File: src/hw/rtl/itoa_pkg.sv
`timescale 1ns / 1ps
// ----------------------------------------------------------------------------
// itoa_pkg
// shared widths, character codes, controller types and helper functions
// ----------------------------------------------------------------------------
package itoa_pkg;

	localparam int VALUE_WIDTH = 32;
	localparam int RADIX_W     = 6;
	localparam int CHAR_W      = 8;
	localparam int DIGIT_W     = RADIX_W;
	localparam int BIT_CNT_W   = $clog2(VALUE_WIDTH);
	localparam int STK_DEPTH   = VALUE_WIDTH;
	localparam int STK_IDX_W   = $clog2(STK_DEPTH);
	localparam int STK_CNT_W   = $clog2(STK_DEPTH + 1);

	localparam logic [CHAR_W-1:0]  CH_ZERO      = 8'h30;
	localparam logic [CHAR_W-1:0]  CH_LOWER_A   = 8'h61;
	localparam logic [CHAR_W-1:0]  CH_MINUS     = 8'h2D;
	localparam logic [RADIX_W-1:0] DECIMAL_BASE = 6'd10;
	localparam logic [RADIX_W-1:0] RADIX_MIN    = 6'd2;
	localparam logic [RADIX_W-1:0] RADIX_MAX    = 6'd36;
	localparam logic [RADIX_W-1:0] RADIX_RESET  = DECIMAL_BASE;

	typedef enum logic [2:0] {
		ST_IDLE,
		ST_DIV,
		ST_PUSH,
		ST_SIGN,
		ST_EMIT
	} state_t;

	// commands from controller to datapath
	typedef struct packed {
		logic load;
		logic div_step;
		logic push;
		logic emit_sign;
		logic emit_digit;
	} cmd_t;

	// status from datapath to controller
	typedef struct packed {
		logic div_last;
		logic quo_zero;
		logic neg;
		logic cnt_one;
	} status_t;

	function automatic logic [RADIX_W-1:0] clamp_base(input logic [RADIX_W-1:0] r);
		logic [RADIX_W-1:0] b;
		b = r;
		if (r < RADIX_MIN) b = RADIX_MIN;
		if (r > RADIX_MAX) b = RADIX_MAX;
		return b;
	endfunction

	function automatic logic [CHAR_W-1:0] digit_char(input logic [DIGIT_W-1:0] d);
		logic [CHAR_W-1:0] c;
		if (d < DECIMAL_BASE) begin
			c = CH_ZERO + CHAR_W'(d);
		end else begin
			c = CH_LOWER_A + CHAR_W'(d - DECIMAL_BASE);
		end
		return c;
	endfunction

endpackage

File: src/hw/rtl/itoa_ctrl.sv
`timescale 1ns / 1ps
// ----------------------------------------------------------------------------
// itoa_ctrl
// sequencer: divide, push digit, repeat until quotient is zero, then emit
// ----------------------------------------------------------------------------
module itoa_ctrl (
	input  logic               clk,
	input  logic               arst_n,
	input  logic               start,
	input  itoa_pkg::status_t  status,
	output itoa_pkg::cmd_t     cmd,
	output logic               busy
);

	itoa_pkg::state_t state_q;
	itoa_pkg::state_t state_d;

	always_ff @(posedge clk or negedge arst_n) begin
		if (!arst_n) begin
			state_q <= itoa_pkg::ST_IDLE;
		end else begin
			state_q <= state_d;
		end
	end

	always_comb begin
		state_d = state_q;
		cmd     = '0;
		case (state_q)
			itoa_pkg::ST_IDLE: begin
				if (start) begin
					cmd.load = 1'b1;
					state_d  = itoa_pkg::ST_DIV;
				end
			end
			itoa_pkg::ST_DIV: begin
				cmd.div_step = 1'b1;
				if (status.div_last) state_d = itoa_pkg::ST_PUSH;
			end
			itoa_pkg::ST_PUSH: begin
				cmd.push = 1'b1;
				if (!status.quo_zero) begin
					state_d = itoa_pkg::ST_DIV;
				end else if (status.neg) begin
					state_d = itoa_pkg::ST_SIGN;
				end else begin
					state_d = itoa_pkg::ST_EMIT;
				end
			end
			itoa_pkg::ST_SIGN: begin
				cmd.emit_sign = 1'b1;
				state_d       = itoa_pkg::ST_EMIT;
			end
			itoa_pkg::ST_EMIT: begin
				cmd.emit_digit = 1'b1;
				if (status.cnt_one) state_d = itoa_pkg::ST_IDLE;
			end
			default: begin
				state_d = itoa_pkg::ST_IDLE;
			end
		endcase
	end

	assign busy = (state_q != itoa_pkg::ST_IDLE);

endmodule

File: src/hw/rtl/itoa_dp.sv
`timescale 1ns / 1ps
// ----------------------------------------------------------------------------
// itoa_dp
// radix register, bit-serial divider, digit stack and output register
// ----------------------------------------------------------------------------
module itoa_dp (
	input  logic                                clk,
	input  logic                                arst_n,
	input  logic                                cfg_we,
	input  logic [itoa_pkg::RADIX_W-1:0]        cfg_data,
	input  logic [itoa_pkg::VALUE_WIDTH-1:0]    value,
	input  itoa_pkg::cmd_t                      cmd,
	output itoa_pkg::status_t                   status,
	output logic                                strobe,
	output logic [itoa_pkg::CHAR_W-1:0]         character,
	output logic                                last_char
);

	localparam int VW = itoa_pkg::VALUE_WIDTH;
	localparam int RW = itoa_pkg::RADIX_W;

	logic [RW-1:0]                   radix_q;
	logic [RW-1:0]                   base_q;
	logic                            neg_q;
	logic [VW-1:0]                   mag_q;
	logic [RW-1:0]                   rem_q;
	logic [itoa_pkg::BIT_CNT_W-1:0]  bit_cnt_q;
	logic [itoa_pkg::STK_CNT_W-1:0]  cnt_q;
	logic [itoa_pkg::DIGIT_W-1:0]    stk_q [itoa_pkg::STK_DEPTH];
	logic                            strobe_q;
	logic [itoa_pkg::CHAR_W-1:0]     char_q;
	logic                            last_q;

	logic [RW:0]                     trial;
	logic                            ge;
	logic [RW-1:0]                   rem_next;
	logic [VW-1:0]                   neg_val;
	logic                            is_neg;
	logic [itoa_pkg::STK_IDX_W-1:0]  rd_idx;
	logic [itoa_pkg::STK_IDX_W-1:0]  wr_idx;

	// one restoring division step
	assign trial    = {rem_q, mag_q[VW-1]};
	assign ge       = (trial >= {1'b0, base_q});
	assign rem_next = ge ? RW'(trial - {1'b0, base_q}) : RW'(trial);

	assign is_neg   = (itoa_pkg::clamp_base(radix_q) == itoa_pkg::DECIMAL_BASE) && value[VW-1];
	assign neg_val  = VW'(~value + 1'b1);

	assign wr_idx   = cnt_q[itoa_pkg::STK_IDX_W-1:0];
	assign rd_idx   = itoa_pkg::STK_IDX_W'(cnt_q - 1'b1);

	always_ff @(posedge clk or negedge arst_n) begin
		if (!arst_n) begin
			radix_q  <= itoa_pkg::RADIX_RESET;
			cnt_q    <= '0;
			strobe_q <= 1'b0;
		end else begin
			if (cfg_we) radix_q <= cfg_data;
			strobe_q <= cmd.emit_sign | cmd.emit_digit;
			if (cmd.load) begin
				cnt_q <= '0;
			end else if (cmd.push) begin
				cnt_q <= cnt_q + 1'b1;
			end else if (cmd.emit_digit) begin
				cnt_q <= cnt_q - 1'b1;
			end
		end
	end

	always_ff @(posedge clk) begin
		if (cmd.load) begin
			base_q    <= itoa_pkg::clamp_base(radix_q);
			neg_q     <= is_neg;
			mag_q     <= is_neg ? neg_val : value;
			rem_q     <= '0;
			bit_cnt_q <= '0;
		end else if (cmd.div_step) begin
			mag_q     <= {mag_q[VW-2:0], ge};
			rem_q     <= rem_next;
			bit_cnt_q <= bit_cnt_q + 1'b1;
		end else if (cmd.push) begin
			stk_q[wr_idx] <= rem_q;
			rem_q         <= '0;
			bit_cnt_q     <= '0;
		end
		if (cmd.emit_sign) begin
			char_q <= itoa_pkg::CH_MINUS;
			last_q <= 1'b0;
		end else if (cmd.emit_digit) begin
			char_q <= itoa_pkg::digit_char(stk_q[rd_idx]);
			last_q <= (cnt_q == itoa_pkg::STK_CNT_W'(1));
		end
	end

	assign status.div_last = (bit_cnt_q == itoa_pkg::BIT_CNT_W'(VW - 1));
	assign status.quo_zero = (mag_q == '0);
	assign status.neg      = neg_q;
	assign status.cnt_one  = (cnt_q == itoa_pkg::STK_CNT_W'(1));

	assign strobe    = strobe_q;
	assign character = char_q;
	assign last_char = last_q;

endmodule

File: src/hw/rtl/integer_to_ascii_radix.sv
`timescale 1ns / 1ps
// ----------------------------------------------------------------------------
// integer_to_ascii_radix
// converts a signed integer to ascii text in base 2..36, one number an item
// ----------------------------------------------------------------------------
// an item is taken when start is high and busy is low. the text comes out
// most significant digit first, one character a cycle, each on character with
// strobe high for exactly one cycle; last_char marks the final character. the
// receiver cannot stall, so it must take every strobe. digits above nine are
// lower-case letters. in base ten a negative value gets a leading '-'; in any
// other base the value is its unsigned two's-complement pattern. zero gives a
// single '0'. radix values below 2 or above 36 act as 2 or 36.
// each digit is worked out in the restoring divider, one quotient bit a cycle,
// then pushed onto the stack; only after the last push do the sign, if any,
// and the digits come out. busy drops as the last character is registered, so
// the next item may start while that character is still on the outputs.
// the radix register is written through cfg_valid/cfg_ready (always ready)
// and is sampled when an item is taken.
module integer_to_ascii_radix (
	input  logic                           clk,
	input  logic                           arst_n,
	// item input
	input  logic                           start,
	output logic                           busy,
	input  logic signed [31:0]             value,
	// radix register write
	input  logic                           cfg_valid,
	output logic                           cfg_ready,
	input  logic [itoa_pkg::RADIX_W-1:0]   cfg_data,
	// character output
	output logic                           strobe,
	output logic [itoa_pkg::CHAR_W-1:0]    character,
	output logic                           last_char
);

	itoa_pkg::cmd_t    cmd;
	itoa_pkg::status_t status;
	logic              cfg_we;

	// register file is a single flop bank, always able to take a write
	assign cfg_ready = 1'b1;
	assign cfg_we    = cfg_valid & cfg_ready;

	itoa_ctrl u_ctrl (
		.clk    (clk),
		.arst_n (arst_n),
		.start  (start),
		.status (status),
		.cmd    (cmd),
		.busy   (busy)
	);

	// only the low VALUE_WIDTH bits of the item take part
	itoa_dp u_dp (
		.clk       (clk),
		.arst_n    (arst_n),
		.cfg_we    (cfg_we),
		.cfg_data  (cfg_data),
		.value     (value[itoa_pkg::VALUE_WIDTH-1:0]),
		.cmd       (cmd),
		.status    (status),
		.strobe    (strobe),
		.character (character),
		.last_char (last_char)
	);

endmodule

File: config.mk
export PLATFORM = sky130hd
export DESIGN_NAME = integer_to_ascii_radix
export DESIGN_NICKNAME = d
export VERILOG_FILES = /design/src/hw/rtl/itoa_pkg.sv /design/src/hw/rtl/itoa_ctrl.sv /design/src/hw/rtl/itoa_dp.sv /design/src/hw/rtl/integer_to_ascii_radix.sv
export SDC_FILE = /design/constraint.sdc
export NUM_CORES = 1
export LEC_CHECK = 0
export BUFFER_PORTS_ARGS = -buffer_cell sky130_fd_sc_hd__buf_2
export CORE_MARGIN = 3
export CORE_UTILIZATION = 40
export DETAILED_ROUTE_END_ITERATION = 10
export GPL_TIMING_DRIVEN = 0
export SLEW_MARGIN = 15
export SYNTH_ARGS = -nofsm -noshare
export SYNTH_HDL_FRONTEND = slang
export SYNTH_SLANG_ARGS = --single-unit
export TNS_END_PERCENT = 30
File: constraint.sdc
create_clock -name clk -period 5.9 [get_ports clk]
set_input_delay 0.295 -clock clk [delete_from_list [all_inputs] [get_ports clk]]
set_output_delay 0.295 -clock clk [all_outputs]
set_load 0.02 [all_outputs]
**Yosys cells after proc, flatten, opt, wreduce, memory -nomap -nowiden**

Memories as Yosys holds them, arrays and structs flattened.
Cells that the tools add are included.

- Add/sub/neg operators: 8
- Div/mod/pow operators: 0
- Muxes and demuxes: 30
- Reductions and logical operators: 8
- Eq/ne operators: 10
- Multiply operators: 0
- Bitwise operators: 2
- Shift operators: 0
- Order comparisons: 4

Operators by type and width:

| cell | count |
|---|---|
| $mux W32 | 3 |
| $mux W6 | 8 |
| $add A32 B1 Y32 const B | 1 |
| $logic_not A32 Y1 | 1 |
| $not A32 Y32 | 1 |
| $mux W3 | 5 |
| $pmux W3 S5 | 1 |
| $mux W1 | 10 |
| $mux W5 | 2 |
| $add A7 B8 Y8 const A | 1 |
| $mux W8 | 1 |
| $add A6 B6 Y7 const A | 1 |
| $ge A7 B6 Y1 | 1 |
| $sub A6 B4 Y7 const B | 1 |
| $add A6 B1 Y6 const B | 1 |
| $eq A3 B2 Y1 const B | 2 |
| $eq A6 B1 Y1 const B | 1 |
| $eq A6 B4 Y1 const B | 1 |
| $gt A6 B6 Y1 const B | 1 |
| $lt A6 B2 Y1 const B | 1 |
| $lt A6 B4 Y1 const B | 1 |
| $ne A2 B2 Y1 const B | 3 |
| $reduce_bool A3 Y1 | 2 |
| $sub A6 B1 Y6 const B | 1 |
| 10 further kinds | 11 |

- Flip-flop bits (word level): 75
- Input bits: 42
- Latch bits: 0
- Word-level logic and storage cells: 74
- RAM bits: 192
- Memories: 1
- Memory bits (read-only): 0

Memory list:

| memory | words | width | read ports | clocked after Yosys merged registers in | wr ports | line | source |
|---|---|---|---|---|---|---|---|
| u_dp.stk_q | 32 | 6 | 1 | 0 | 1 | itoa_dp.sv:29 | `logic [itoa_pkg::DIGIT_W-1:0] stk_q [itoa_pkg::STK_DEPTH];` |

**Logic depth before layout (Yosys ltp)**

Gate-level depths: netlist (run 1).

- Depth after elaboration: 7
- Depth in mapped cells: 18
- Gate-level depth less buffers: 14

**Modules after synthesis**

From an unflattened synthesis (run 1), not the netlist that was laid out.

- Cells, all modules: 943
- Area, all modules: 12,605.8 um^2

By module, submodules not included:

| module | cells an instance | times used | area each (um^2) | seq. area each (um^2) |
|---|---|---|---|---|
| itoa_dp | 917 | 1 | 12,394.4 | 7,664.9 |
| itoa_ctrl | 24 | 1 | 200.2 | 75.1 |
| integer_to_ascii_radix | 2 | 1 | 11.3 | 0.0 |

**Worst setup path after synthesis (run 1)**

OpenSTA, ideal clock, no wires.

- Path kind: flip-flop to flip-flop
- Start point: reg u_dp.cnt_q[0] (netlist name)
- End point: reg u_dp.char_q, in the netlist u_dp.character[4]
- Path buffers: 4
- Period minus slack after synthesis: 3.722 ns
- Setup time: 0.062 ns
- Arrival: 3.660 ns
- Cell stages (with the launch flop): 17
- Setup slack: 2.178 ns
- Cells stage by stage: dfrtp_1 buf_2 buf_2 inv_1 ha_1 buf_2 buf_1 mux4_2 mux2i_1 a222oi_1 a21boi_2 ha_1 nand3_1 mux2i_1 xor2_1 or4_1 nand3_1

- Longest elaborated chain between the ends: 5

RTL lines:

| item | line | source |
|---|---|---|
| start: declaration | itoa_dp.sv:28 | `logic [itoa_pkg::STK_CNT_W-1:0] cnt_q;` |
| start signal: assignment | itoa_dp.sv:64 | `cnt_q <= cnt_q + 1'b1;` |
| start signal: assignment | itoa_dp.sv:66 | `cnt_q <= cnt_q - 1'b1;` |
| $sub A6 B1 Y6 (*) | itoa_dp.sv:51 | `assign rd_idx = itoa_pkg::STK_IDX_W'(cnt_q - 1'b1);` |
| $mem_v2 Z32 W6 (*) | n/a |  |
| $sub A6 B4 Y7 | itoa_pkg.sv:63 | `c = CH_LOWER_A + CHAR_W'(d - DECIMAL_BASE);` |
| $add A7 B8 Y8 | itoa_pkg.sv:63 |  |
| $mux W8 (*) | itoa_pkg.sv:60 | `if (d < DECIMAL_BASE) begin` |
| end signal: assignment | itoa_dp.sv:88 | `char_q <= itoa_pkg::CH_MINUS;` |
| end signal: assignment | itoa_dp.sv:91 | `char_q <= itoa_pkg::digit_char(stk_q[rd_idx]);` |
| end: declaration | itoa_dp.sv:31 | `logic [itoa_pkg::CHAR_W-1:0] char_q;` |

Every way passes the cells marked *; elsewhere a longest branch is shown, timed or not.
A chain may end at the register's enable or synchronous reset.

**Worst setup path after layout (run 1)**

Ends and elaborated chain as after synthesis.

==> reports/metrics.cfg, run 1 <==
[place]
dp.final_hpwl_mm=18.7
dp_cells=1338
place_ws_ns=0.563
place_congestion=0.830
portBuffers=51

[logic_synthesis]
synth_area_sq_um=12200
ys_warn_count=0
syn_area_per_cell_sq_um=13.6
ys_seq_elements=267
ys.flop_type=edfxtp_1
yosysSeqAreaShare=0.635
syn-num-nets=956
synth_cells=897
ys_types=72
postSynth.asyncResetShare=0.0599
synth_edf_count=231

[route]
postRouteAntennaNets=0
wire_per_inst_um=19.8
wirelength_mm=27.7
num_vias=7561
vias_per_cell=5.40
drc=0
first_iter_violations=597
first_pass_iters=5

[pwr]
power.leakage_nw=5.02
ir_drop_v=0.000249
power.density_nw_per_um2=514
total_power_mw=7.22

[sta]
maxSlewViolCount=0
worst_slew_pin_slew_ns=1.05
max_clock_freq_ghz=0.189
grt_setup_unrepaired=no
min_period_over_period=0.897
slew_headroom=0.294
tns_ns=0
hold_viol_final=0
finalClockSkew_ns=0.0293
setup_slack_ns=0.607
setup_viol=0
finalCriticalPeriod_ns=5.29

[finish]
instances_no_fill=1399
layout_common_cells=edfxtp_1, nor2_1, nand2_1
final_common_cell=edfxtp_1
insertedDiodeCount=0
drive_above_1_share=0.186
final_util=0.470
area_growth_pct=15.3
nets=1045

[cts]
cts_resized=0
clk_latency_ns=0.55
cts_hold_buf=7
path_clk_slew_ns=0.07
cts.sinks=267
cts_buffers=29
postCtsSetupBuffers=0
htree_levels=1
cts_tree=yes
root_buffer=clkbuf_16
clockBufferDepth=3

[floorplan]
die_w_um=181
die_y_um=181
dieArea_sq_um=32600
start_util=0.408
core_sq_um=29900
num_rows=63
io_pins=54

[global_route]
antenna_found_initial=0
globalRouteOverflowTotal=0
first_global_vias=7464
grtUsageTotal=0.167
grt_max_degree=37
grt_pass1_wl_mm=42.9

[critical_path]
worst-setup-path-type=reg -> reg
r2r-start=u_dp.cnt_q[0]
endpoint_kind=flop
reg2reg_depth=16
arrival_ns=5.79
r2r_setup_slack_ns=0.61
start_kind=flop
rr_endpoint=u_dp.character[4]
required_ns=6.40
cp_max_fo=10

[hold_path]
hold_depth=3
hp-class=in -> reg
min-delay-start=value[31]
min_to=u_dp.mag_q[31]

[status]
status=finished clean

[run]
cap_violations=0

cell families (layout without fill, tap and decap cells):
logic type	after synthesis	after routing	share of synthesized area
simple gates	234	234	0.0928
other cells	1	1	0.000308
xor+xnor	40	40	0.0309
fa+ha+maj	18	18	0.0189
flops	267	267	0.635
compound gates	172	172	0.0880
mux	98	98	0.108
buf+inv	67	179	0.0260
registers in the layout, indices dropped and copies added, names as in the netlist:
register / cells
u_dp.neg_q: 1
u_dp.strobe: 1
u_ctrl.state_q: 3
u_dp.cnt_q: 6
u_dp.character: 8
u_dp.radix_q: 6
u_dp.last_char: 1
u_dp.bit_cnt_q: 5
u_dp.base_q: 6
u_dp.mag_q: 32
u_dp.rem_q: 6
u_dp.stk_q: 192
critical path: stages (launching register included):
cell,delay [ns]
dfrtp_1,0.38
buf_2,0.27
buf_2,0.32
inv_1,0.15
ha_1,0.39
buf_2,0.31
clkbuf_1,0.72
mux4_2,0.37
mux2i_1,0.13
a222oi_1,0.52
a21boi_2,0.36
ha_1,0.26
nand3_1,0.09
mux2i_1,0.30
xor2_1,0.15
or4_1,0.41
nand3_1,0.09
synth_stat cells, types with 3 or more instances:
cell,number,area share
edfxtp_1,231,0.57
a31oi_1,3,0.0015
nand2b_1,8,0.0041
buf_6,5,0.0046
clkbuf_1,25,0.0077
nand2_1,71,0.022
xnor2_1,24,0.017
nor2b_1,8,0.0041
or4_1,4,0.0025
nand3b_1,5,0.0031
or2_2,4,0.0021
nor3_1,12,0.0049
nand3_1,9,0.0037
nand4_1,8,0.0041
mux2_2,22,0.020
and2_1,3,0.0015
a22o_1,14,0.010
nor4_1,12,0.0062
dfrtp_1,14,0.029
dfxtp_1,20,0.033
buf_1,3,0.00092
mux4_2,24,0.044
o21ai_0,56,0.023
nor3b_1,4,0.0025
o21a_1,3,0.0018
ha_1,16,0.016
a22oi_1,6,0.0037
a21oi_1,33,0.014
buf_2,4,0.0016
nor2_1,73,0.022
xor2_1,14,0.010
o22ai_1,14,0.0072
inv_1,25,0.0077
o211ai_1,4,0.0025
and3_1,4,0.0021
o31ai_1,7,0.0043
mux2_1,10,0.0092
buf_4,3,0.0018
mux2i_1,42,0.034
o21ai_1,12,0.0049
layer usage:
metal | GRT usage | up-vias | part of all wire
met3 | 0.0220 | 51 | 0.049
met1 | 0.241 | 3706 | 0.46
met4 | 0.0494 | 0 | 0.031
met2 | 0.265 | 206 | 0.46
met5 | 0 | - | 0
li1 | - | 3598 | -
power by group:
| part | switching [mW] | internal, mW |
|---|---|---|
| clock network | 0.779 | 1.16 |
| registers | 0.339 | 2.55 |
| logic | 1.42 | 0.982 |
cell type report:
cell class / count / area (sq um)
Inverter: 26 / 97.6
Sequential cell: 267 / 7750
Buffer: 41 / 219
Fill cell: 2653 / 15800
Multi-Input combinational cell: 563 / 4140
Timing Repair Buffer: 58 / 325
Clock buffer: 32 / 757
Clock inverter: 22 / 280
Tap cell: 390 / 488
stage by stage:
step	hold slack (ns)	cell area [sq um]
2_1_floorplan	-0.000591	12200
5_1_grt	0.0882	14100
3_3_place_gp	0.272	12900
6_report	0.0804	14100
4_1_cts	0.0642	14000
3_5_place_dp	0.270	12900
worst max path at each step:
| stage | startpoint | endpoint | slack [ns] |
|---|---|---|---|
| floorplan | u_dp.cnt_q[0] | u_dp.character[4] | 2.18 |
| global placement | u_dp.cnt_q[0] | u_dp.character[4] | 0.58 |
| detailed placement | u_dp.cnt_q[0] | u_dp.character[4] | 0.56 |
| CTS | u_dp.cnt_q[0] | u_dp.character[4] | 0.51 |
| global route | u_dp.cnt_q[0] | u_dp.character[4] | 0.25 |
| finish | u_dp.cnt_q[0] | u_dp.character[4] | 0.61 |
(Power assumes the default switching activity.)
==> inputs of run 2 (changes only) <==
--- a/config.mk
+++ b/config.mk
@@ -5,6 +5,7 @@
 export SDC_FILE = /design/constraint.sdc
 export NUM_CORES = 1
 export LEC_CHECK = 0
+export ABC_AREA = 1
 export BUFFER_PORTS_ARGS = -buffer_cell sky130_fd_sc_hd__buf_2
 export CORE_MARGIN = 3
 export CORE_UTILIZATION = 40
==> reports/metrics.cfg, run 2 <==
[run]
cap_violations=0  ; unchanged

[finish]
largest_reg_flops=192  ; unchanged
layout_common_cells=nand2_1, edfxtp_1, nand3_1
insertedDiodeCount=0  ; unchanged
nets=1443  ; +38%
n_fill_cell=2945  ; +11%
instances_no_fill=1802  ; +29%
top_register=u_dp.stk_q
drive_above_1_share=0.129  ; -0.0576
area_growth_pct=14.2
final_common_cell=nand2_1

[floorplan]
io_pins=54  ; unchanged
num_rows=64  ; +1.6%
core_sq_um=30900  ; +3.5%
dieArea_sq_um=33800  ; +3.6%
die_w_um=184  ; +1.8%
start_util=0.409  ; +0.00111
die_y_um=184  ; +1.8%

[critical_path]
crit_slowest_cell=clkbuf_1
arrival_ns=4.53  ; -1.26 ns
cp_cell_sequence=buf_4 > inv_4 > buf_4 > buf_6 > ha_1 > inv_2 > clkbuf_1 > nand3_1 > nand3_1 > nand3_1 > nand3_2 > nand2_2 > ha_1 > inv_1 > nand2_2 > nor2_2 > nand2_2 > nand2_4 > o21ai_1 > nand2_1 > nand2_1 > nand2_1 > nand2_1
start_kind=flop
worst-setup-path-type=reg -> reg
max_stage_delay_ns=0.65  ; -0.07 ns
crit_top_cell=nand2_1
required_ns=6.33  ; -0.07 ns
cp_max_fo=11  ; +1
endpoint_kind=flop

[route]
postRouteAntennaNets=0  ; unchanged
wire_per_inst_um=18.9  ; -4.6%
first_pass_iters=5  ; unchanged
vias_per_cell=5.24  ; -3.1%
drc=0  ; unchanged
num_vias=9437  ; +25%
first_iter_violations=797  ; +34%
wirelength_mm=34.0  ; +23%

[pwr]
ir_drop_v=0.000186  ; -25%
switching_share=0.198  ; -0.153
sequentialPowerShare=0.517  ; +0.118
p_switching_mw=0.777  ; -69%
internal_power_mw=3.15  ; -33%
power.leakage_nw=5.70  ; +14%
combinationalPowerShare=0.017  ; -0.315
power.density_nw_per_um2=272  ; -47%
p_clk_frac=0.466  ; +0.198

[logic_synthesis]
synth_top_area_cell=edfxtp_1
syn_area_per_cell_sq_um=9.77  ; -28%
syn-num-nets=1353  ; +42%
yosysMostFrequentCell=nand2_1
yosysTopAreaCellShare=0.548  ; -0.0205
ys_warn_count=0  ; unchanged
netlist_top_cells_count=nand2_1, edfxtp_1, nand3_1
yosysSeqAreaShare=0.612  ; -0.0229
synth_area_sq_um=12600  ; +3.7%
synth_cells=1294  ; +44%
synth_edf_count=231  ; unchanged
synth_top_cells_by_area=edfxtp_1, nand2_1, nand3_1
ys.flop_type=edfxtp_1
ys_types=49  ; -32%
ys_seq_elements=267  ; unchanged
postSynth.asyncResetShare=0.0599  ; unchanged

[sta]
finalCriticalPeriod_ns=4.10  ; -1.20 ns
finalClockSkew_ns=0.0126  ; -0.0167 ns
max_clock_freq_ghz=0.244  ; +29%
maxSlewViolCount=0  ; unchanged
min_period_over_period=0.694  ; -0.203
hold_viol_final=0  ; unchanged
worst_slew_pin_slew_ns=0.929  ; -0.121 ns
slew_headroom=0.378  ; +0.0842
tns_ns=0  ; unchanged
grt_setup_unrepaired=no
setup_viol=0  ; unchanged

[global_route]
first_global_vias=9247  ; +24%
grtUsageTotal=0.201  ; +0.0344
grt_pass1_wl_mm=52.0  ; +21%
antenna_found_initial=0  ; unchanged
globalRouteOverflowTotal=0  ; unchanged
grt_max_degree=37  ; unchanged

[cts]
cts.sinks=267  ; unchanged
clockBufferDepth=3  ; unchanged
root_buffer=clkbuf_16
cts_buffers=29  ; unchanged
cts_tree=yes
clk_latency_ns=0.54  ; about the same
htree_levels=1  ; unchanged
path_clk_slew_ns=0.06  ; about the same
postCtsSetupBuffers=0  ; unchanged

[place]
place_congestion=0.910  ; +9.7%
dp_cells=1742  ; +30%
portBuffers=52  ; +2.0%
dp.final_hpwl_mm=22.9  ; +22%

[hold_path]
hp-class=in -> reg

[status]
status=finished clean

## run 2: metrics by stage
step	hold slack, ns	setup WS, ns	power (mW)	utilization	area, sq um
after floorplan	-0.000591	2.94	2.10	-	12600
after global placement	0.255	1.92	2.13	0.434	13400
after detailed placement	0.258	1.90	2.13	0.434	13400
after CTS	0.00675	1.87	3.94	0.467	14400
after global routing	0.0119	1.60	4.04	0.467	14400
final	0.0217	1.80	3.93	0.467	14400
## run 2: final timing paths
path,start,end,slack (ns),cells past startpoint
max,u_dp.cnt_q[0],u_dp.character[3],1.80,23
min,cfg_valid,u_dp.radix_q[0],0.02,2
max reg2reg,u_dp.cnt_q[0],u_dp.character[3],1.80,23
min reg2reg,u_dp.character[6],u_dp.character[6],0.45,2
max in group asynchronous,arst_n,u_dp.radix_q[3],5.32,2
min in group asynchronous,arst_n,u_ctrl.state_q[1],0.24,2
## run 2: critical path, delay by kind of cell (launching register included)
family / cells / cell delay (ns)
adder cells (fa/ha/maj): 2 / 0.52
AO/OA/AOI/OAI: 1 / 0.08
buffers and inverters: 7 / 1.59
flip-flops: 1 / 0.41
AND/OR/NAND/NOR: 13 / 1.36
## run 2: cell families (layout without fill, tap and decap cells)
kind of cell | after synthesis | after routing | share of synthesized area
compound gates | 141 | 141 | 0.0625
xor+xnor | 33 | 33 | 0.0229
fa+ha+maj | 17 | 17 | 0.0174
buf+inv | 151 | 263 | 0.0529
flops | 267 | 267 | 0.612
mux | 1 | 1 | 0.000890
other cells | 1 | 1 | 0.000296
simple gates | 683 | 683 | 0.231
## run 2: metal layers
layer | vias up | track usage | wire length [um]
met5 | - | 0 | 0
met4 | 0 | 0.0783 | 1240
met3 | 88 | 0.0251 | 2140
met2 | 343 | 0.344 | 16400
met1 | 4406 | 0.262 | 14200
li1 | 4600 | - | -
## run 2: final cells by class
class / instances / area (sq um) / share of cell area
buffer: 55 / 307 / 0.0212
clock buffer: 33 / 761 / 0.0527
clock inverter: 20 / 201 / 0.0139
inverter: 96 / 363 / 0.0251
multi-input combinational: 876 / 4240 / 0.294
sequential: 267 / 7750 / 0.536
tap: 396 / 495 / 0.0343
timing repair buffer: 59 / 330 / 0.0229
## run 2: power by group through the flow
stage          sequential, mW  clock (mW)  combinational (mW)
6_report                 2.03        1.83              0.0661
2_1_floorplan            2.07           0              0.0318
3_5_place_dp             2.07           0              0.0626
3_3_place_gp             2.07           0              0.0622
4_1_cts                  2.03        1.85              0.0665
5_1_grt                  2.03        1.94              0.0756
## run 2: timing repair
item                      4_1_cts  5_1_grt
hold endpoints to repair       20        0
gates resized for setup         0        0
hold buffers                    7        0
==> inputs of run 3 (changes only) <==
==> constraint.sdc (replaced) <==
create_clock -name clk -period 4.1 [get_ports clk]
set_input_delay 0.205 -clock clk [delete_from_list [all_inputs] [get_ports clk]]
set_output_delay 0.205 -clock clk [all_outputs]
set_load 0.02 [all_outputs]
==> reports/metrics.cfg, run 3 (same netlist as run 2, synthesis figures left out) <==
[status]
status=finished clean

[critical_path]
worst-setup-path-type=reg -> reg
required_ns=4.53  ; -1.80 ns
start_kind=flop
path_buf_inv=7  ; unchanged
crit_slowest_cell=dfrtp_1
max_stage_delay_ns=0.38  ; -0.27 ns
arrival_ns=4.24  ; -0.29 ns
endpoint_kind=flop
cp_max_fo=11  ; unchanged
cp_cell_sequence=buf_4 > inv_4 > buf_4 > buf_6 > ha_1 > buf_2 > clkbuf_4 > nand3_1 > nand3_1 > nand3_1 > nand3_2 > nand2_2 > ha_1 > inv_1 > nand2_2 > nor2_2 > nand2_2 > nand2_4 > o21ai_1 > nand2_1 > nand2_1 > nand2_1 > nand2_1
crit_top_cell=nand2_1
cpLargestDelayFamily=buffers and inverters

[sta]
hold_viol_final=0  ; unchanged
maxSlewViolCount=0  ; unchanged
setup_viol=0  ; unchanged
worst_slew_pin_slew_ns=0.897  ; -0.0328 ns
tns_ns=0  ; unchanged
max_clock_freq_ghz=0.263  ; +7.5%
finalCriticalPeriod_ns=3.81  ; -0.287 ns
min_period_over_period=0.929  ; +0.235
slew_headroom=0.400  ; +0.0219
grt_setup_unrepaired=no
finalClockSkew_ns=0.0113  ; -0.00131 ns

[route]
vias_per_cell=5.28  ; +0.88%
drc=0  ; unchanged
num_vias=9525  ; +0.93%
first_iter_violations=784  ; -1.6%
first_pass_iters=6  ; +1
postRouteAntennaNets=0  ; unchanged
wirelength_mm=34.0  ; about the same
wire_per_inst_um=18.9  ; about the same

[cts]
cts.sinks=267  ; unchanged
htree_levels=1  ; unchanged
cts_buffers=29  ; unchanged
cts_tree=yes
clockBufferDepth=3  ; unchanged
clk_latency_ns=0.54  ; about the same
path_clk_slew_ns=0.07  ; about the same
root_buffer=clkbuf_16

[global_route]
first_global_vias=9253  ; +0.065%
antenna_found_initial=0  ; unchanged
grt_max_degree=37  ; unchanged
grtUsageTotal=0.201  ; about the same
grt_pass1_wl_mm=52.1  ; about the same
globalRouteOverflowTotal=0  ; unchanged

[floorplan]
io_pins=54  ; unchanged
die_y_um=184  ; unchanged
die_w_um=184  ; unchanged
num_rows=64  ; unchanged
core_sq_um=30900  ; unchanged
dieArea_sq_um=33800  ; unchanged
start_util=0.409  ; unchanged

[finish]
area_growth_pct=14.3
n_fill_cell=2944  ; -0.034%
drive_above_1_share=0.131  ; +0.00204
seq_area_sq_um=7750  ; unchanged
top_register=u_dp.stk_q
final_common_cell=nand2_1
layout_common_cells=nand2_1, edfxtp_1, nand3_1
instances_no_fill=1803  ; +0.055%
largest_reg_flops=192  ; unchanged
nets=1444  ; +0.069%
insertedDiodeCount=0  ; unchanged
multi_input_area_sq_um=4240  ; unchanged

[hold_path]
hp-class=in -> reg

[pwr]
power.leakage_nw=5.72  ; +0.29%
power.density_nw_per_um2=391  ; +44%
ir_drop_v=0.000270  ; +45%

[run]
cap_violations=0  ; unchanged

[place]
place_congestion=0.910  ; unchanged
dp_cells=1742  ; unchanged
dp.final_hpwl_mm=22.9  ; unchanged
portBuffers=52  ; unchanged

[run 3: cell type report]
| cell class | instances | share of cell area |
|---|---|---|
| well taps | 396 | 0.0343 |
| flip-flops and latches | 267 | 0.536 |
| clock inverters | 20 | 0.0139 |
| inverters | 96 | 0.0251 |
| multi-input cells | 876 | 0.293 |
| repair buffers | 60 | 0.0235 |
| clock buffers | 33 | 0.0526 |
| plain buffers | 55 | 0.0216 |
[run 3: metrics by stage]
| step | setup slack (ns) | hold WS, ns | util | cell area (sq um) | total power [mW] |
|---|---|---|---|---|---|
| 6_report | 0.291 | 0.0591 | 0.468 | 14500 | 5.66 |
| 5_1_grt | 0.0609 | 0.0783 | 0.468 | 14500 | 5.82 |
| 3_3_place_gp | 0.118 | 0.165 | 0.434 | 13400 | 3.07 |
| 3_5_place_dp | 0.0981 | 0.168 | 0.434 | 13400 | 3.07 |
| 4_1_cts | 0.0704 | 0.0528 | 0.468 | 14500 | 5.68 |
| 2_1_floorplan | 1.14 | -0.0906 | - | 12600 | 3.02 |
[run 3: layer usage]
layer  GRT usage  up-vias  wire, um
met3      0.0251       94      2120
met2       0.344      343     16400
li1            -     4604         -
met4      0.0783        0      1290
met5           0        -         0
met1       0.262     4484     14200
[run 3: power by group]
group	switching (mW)	total, mW	internal [mW]	leakage [nW]
logic	0.0550	0.0968	0.0418	2.79
registers	0.00295	2.92	2.92	2.46
clock network	1.07	2.64	1.58	0.474
total	1.12	5.66	4.54	5.72
[run 3: path summary, 6_finish.rpt]
path | slack, ns | cells after the start | start | to
worst max-delay path | 0.29 | 23 | u_dp.cnt_q[0] | u_dp.character[3]
worst min-delay path | 0.06 | 3 | value[9] | u_dp.mag_q[9]
worst max register to register | 0.29 | 23 | u_dp.cnt_q[0] | u_dp.character[3]
worst min register to register | 0.45 | 2 | u_dp.character[6] | u_dp.character[6]
max in group asynchronous | 3.61 | 2 | arst_n | u_dp.radix_q[3]
min in group asynchronous | 0.15 | 2 | arst_n | u_dp.cnt_q[1]
[run 3: worst reg2reg max path: cells and delay by family (launching register included)]
family,cells,cell delay (ns)
AO/OA/AOI/OAI,1,0.08
AND/OR/NAND/NOR,13,1.31
flip-flops,1,0.38
buffers and inverters,7,1.34
adder cells (fa/ha/maj),2,0.58
[run 3: timing repair]
action,4_1_cts,5_1_grt
buffers inserted,0,0
endpoints found under the setup margin,0,8
hold buffers,8,0
hold endpoints to repair,22,0
resized for setup,0,7
